<file path="src/hw/rtl/tdc_ram.sv">
// ----------------------------------------------------------------------------
// tdc_ram
// Generic single-write, single-read RAM with a registered read port that
// holds its data while the read enable is low.
// ----------------------------------------------------------------------------
module tdc_ram
#(
   parameter int WIDTH = 32,
   parameter int DEPTH = 64
)
(
   input  logic                     clock,
   input  logic                     wr_en,
   input  logic [$clog2(DEPTH)-1:0] wr_addr,
   input  logic [WIDTH-1:0]         wr_data,
   input  logic                     rd_en,
   input  logic [$clog2(DEPTH)-1:0] rd_addr,
   output logic [WIDTH-1:0]         rd_data
);

   logic [WIDTH-1:0] mem_ff [DEPTH];
   logic [WIDTH-1:0] rd_data_ff;

   always_ff @(posedge clock) begin
      if (wr_en) begin
         mem_ff[wr_addr] <= wr_data;
      end
      if (rd_en) begin
         rd_data_ff <= mem_ff[rd_addr];
      end
   end

   assign rd_data = rd_data_ff;

endmodule

</file>
<file path="config.mk">
export PLATFORM = sky130hd
export DESIGN_NAME = tdc_ram
export DESIGN_NICKNAME = d
export VERILOG_FILES = /design/src/hw/rtl/tdc_ram.sv
export SDC_FILE = /design/constraint.sdc
export NUM_CORES = 2
export LEC_CHECK = 0
export BUFFER_PORTS_ARGS = -buffer_cell sky130_fd_sc_hd__buf_4
export CAP_MARGIN = 40
export CORE_UTILIZATION = 40
export DETAILED_ROUTE_END_ITERATION = 12
export GPL_ROUTABILITY_DRIVEN = 0
export GPL_TIMING_DRIVEN = 0
export PLACE_DENSITY_LB_ADDON = 0.25
export SLEW_MARGIN = 0
export SYNTH_ARGS = -nofsm -noshare
export SYNTH_HDL_FRONTEND = slang
export SYNTH_SLANG_ARGS = --single-unit
</file>
<file path="constraint.sdc">
create_clock -name clock -period 5.5 [get_ports clock]
set_clock_uncertainty 0.2 [all_clocks]
set_input_delay 0.55 -clock clock [delete_from_list [all_inputs] [get_ports clock]]
set_output_delay 0.55 -clock clock [all_outputs]
set_load 0.005 [all_outputs]
</file>
==> results.py <==
metrics = {
    "hold_path": {
        "hold_path.class": "in -> reg",
        "min_from": "wr_data[0]",
        "whs_path_depth": 1,
    },
    "power": {
        "pwr-share-comb": 0.058,
        "powerDensity_mw_per_mm2": 359.4,
        "pwr-share-seq": 0.529,
        "p_leak_nw": 28.76,
        "power.share.clock": 0.413,
        "switching_share": 0.2210,
        "p_sw_mw": 7.362,
        "peakVddDrop_uv": 287.2,
        "power.internal_mw": 25.94,
    },
    "logic_synthesis": {
        "syn_area_per_cell_um2": 23.72,
        "synth_warnings": 0,
        "synth_cell_types": 33,
        "ys_seq_elements": 2080,
        "ys_seq_area_frac": 0.7923,
        "synth_fp_nets": 3371,
        "syn_inst": 3324,
        "synth_edf_count": 2080,
        "syn_area_mm2": 0.07884,
        "synth_flop_cell": "edfxtp_1",
        "async_flop_share": 0,
    },
    "worst_setup_path": {
        "cp_max_fo": 11,
        "ff2ff_path_depth": 4,
        "cp-endpoint": "rd_data[16]",
        "regToRegEndpoint": "rd_data[16]",
        "critPathLaunch": "rd_addr[1]",
        "r2r_setup_slack_ns": 2.59,
        "start_kind": "input port",
        "path_class": "in -> reg",
        "cp-end-kind": "flop",
        "regToRegStartpoint": "mem_ff[19][16]",
        "crit_arrival_ns": 4.29,
        "required_ns": 5.88,
    },
    "sta": {
        "period_share": 0.7119,
        "setup_viol": 0,
        "worst_slew_pin_slew_ns": 0.9669,
        "maxSlewViolCount": 0,
        "hold_viol": 0,
        "holdWs_ns": 0.06985,
        "grt_setup_unrepaired": "no",
        "fin_setup_tns_ns": 0,
        "fin_ws_ns": 1.584,
        "timing.final.crit_period_ns": 3.916,
        "timing.fmax_mhz": 255.4,
        "maxSlewHeadroom": 0.3538,
    },
    "detailed_routing": {
        "drt-pass1-iter-count": 5,
        "routed_wirelength_um": 241600,
        "antenna_left": 0,
        "initialDrtViolationCount": 5779,
        "via_count": 39230,
        "wl_per_cell_um": 36.81,
        "via_per_inst": 5.975,
        "drc": 0,
    },
    "clock_network": {
        "cts_tree": "yes",
        "clk_pin_slew_ns": 0.06,
        "cts.path.max_buffers": 3,
        "clock_latency_ns": 0.86,
        "cts.sinks": 2080,
        "cts_buffers": 206,
        "post_cts_buffers": 0,
        "cts-root-buf": "clkbuf_16",
        "post_cts_resized": 0,
        "htree_levels": 4,
    },
    "grt": {
        "grt_pass1_wl_um": 325500,
        "overflow": 0,
        "grt_max_degree": 65,
        "grt_usage": 0.2435,
        "antenna_found_initial": 17,
        "grt_pass1_vias": 38240,
    },
    "floorplan": {
        "start_util": 0.4035,
        "boundaryPins": 79,
        "row_count": 162,
        "die_x_um": 445.9,
        "core_area_mm2": 0.1954,
        "dieArea_mm2": 0.1989,
        "chipHeight_um": 445.9,
    },
    "placement": {
        "dp.cells": 6176,
        "numPortBuffers": 70,
        "place_ws_ns": 0.7829,
        "dp_hpwl_um": 157200,
    },
    "layout": {
        "instances_no_fill": 6565,
        "num-fill-cells": 15870,
        "drive_gt1_frac": 0.3093,
        "final_core_util": 0.4743,
        "area_delta_synth_final_pct": 17.55,
        "final_nets": 3811,
    },
    "run": {
        "drv_cap": 0,
    },
    "run_status": {
        "status": "complete, no violations",
    },
}
Yosys cell counts (21+ instances only):
cell | number | area (um^2)
buf_4 | 25 | 187.7
buf_1 | 21 | 78.83
edfxtp_1 | 2080 | 62460
buf_2 | 57 | 285.3
nor2_1 | 137 | 514.2
a21oi_1 | 62 | 310.3
o221ai_1 | 27 | 236.5
nand2_1 | 26 | 97.59
o22ai_1 | 84 | 525.5
clkbuf_1 | 74 | 277.8
mux4_2 | 544 | 12250
mux2i_1 | 93 | 930.9
final cells by class:
cell class / instances / area (um^2) / area share
Timing Repair Buffer: 232 / 3531 / 0.03810
Sequential cell: 2080 / 62460 / 0.6740
Clock inverter: 119 / 1134 / 0.01223
Antenna cell: 9 / 22.52 / 0.0002430
Tap cell: 2624 / 3283 / 0.03543
Clock buffer: 257 / 5389 / 0.05815
Buffer: 182 / 888.4 / 0.009586
Multi-Input combinational cell: 1062 / 15970 / 0.1723
sequential cells by signal (all words and copies together) (netlist names):
signal	count
rd_data	32
mem_ff	2048
how the worst min path moves through the flow:
stage	end
floorplan	mem_ff[0][0]
finish	mem_ff[37][0]
global placement	rd_data[10]
detailed placement	rd_data[10]
global route	mem_ff[41][4]
CTS	mem_ff[7][4]
power by group through the flow:
stage | logic [mW] | registers [mW] | clock network, mW
floorplan | 0.854 | 17.9 | 0
global placement | 1.81 | 18.0 | 0
detailed placement | 1.93 | 18.0 | 0
CTS | 1.93 | 17.6 | 13.9
global route | 1.98 | 17.6 | 14.5
finish | 1.94 | 17.6 | 13.8
cell usage in the layout, fill, tap and decap left out, drive strengths merged, types with 16 or more instances in the layout:
master,count
bufinv,16
mux2i,93
clkinv,96
nand2,26
a21oi,62
edfxtp,2080
o221ai,27
buf,339
clkbuf,331
mux4,544
nor2,137
o22ai,84
logic make-up (layout without fill, tap and decap cells):
family / after synthesis / after routing / synth area share
other: 0 / 9 / 0
buffers and inverters: 182 / 790 / 0.01124
multiplexers: 637 / 637 / 0.1672
flip-flops: 2080 / 2080 / 0.7923
AND/OR/NAND/NOR: 223 / 223 / 0.01260
AO/OA/AOI/OAI: 202 / 202 / 0.01666
metrics by stage:
step / cell area (um^2) / total power [mW]
2_1_floorplan: 78840 / 18.80
3_3_place_gp: 82640 / 19.77
3_5_place_dp: 86080 / 19.89
4_1_cts: 92620 / 33.46
5_1_grt: 92670 / 34.10
6_report: 92670 / 33.31
critical path, stage by stage:
cell	delay, ns
buf_2	0.43
buf_2	0.47
nand2b_1	0.16
buf_1	0.46
buf_8	0.24
clkbuf_1	0.55
o22ai_1	0.13
nor2_1	0.53
a21oi_1	0.27
nor2_1	0.46
layer usage:
metal  track usage  wire length [um]
met3       0.04957             22960
met1        0.3321             93620
met2        0.3830            114100
met4        0.1004             10940
met5             0                 0
what timing repair did:
action | 4_1_cts | 5_1_grt
hold endpoints to repair | 9 | 0
hold buffers | 1 | 0
endpoints found under the setup margin | 0 | 0
Power figures use the tool's default switching activity.
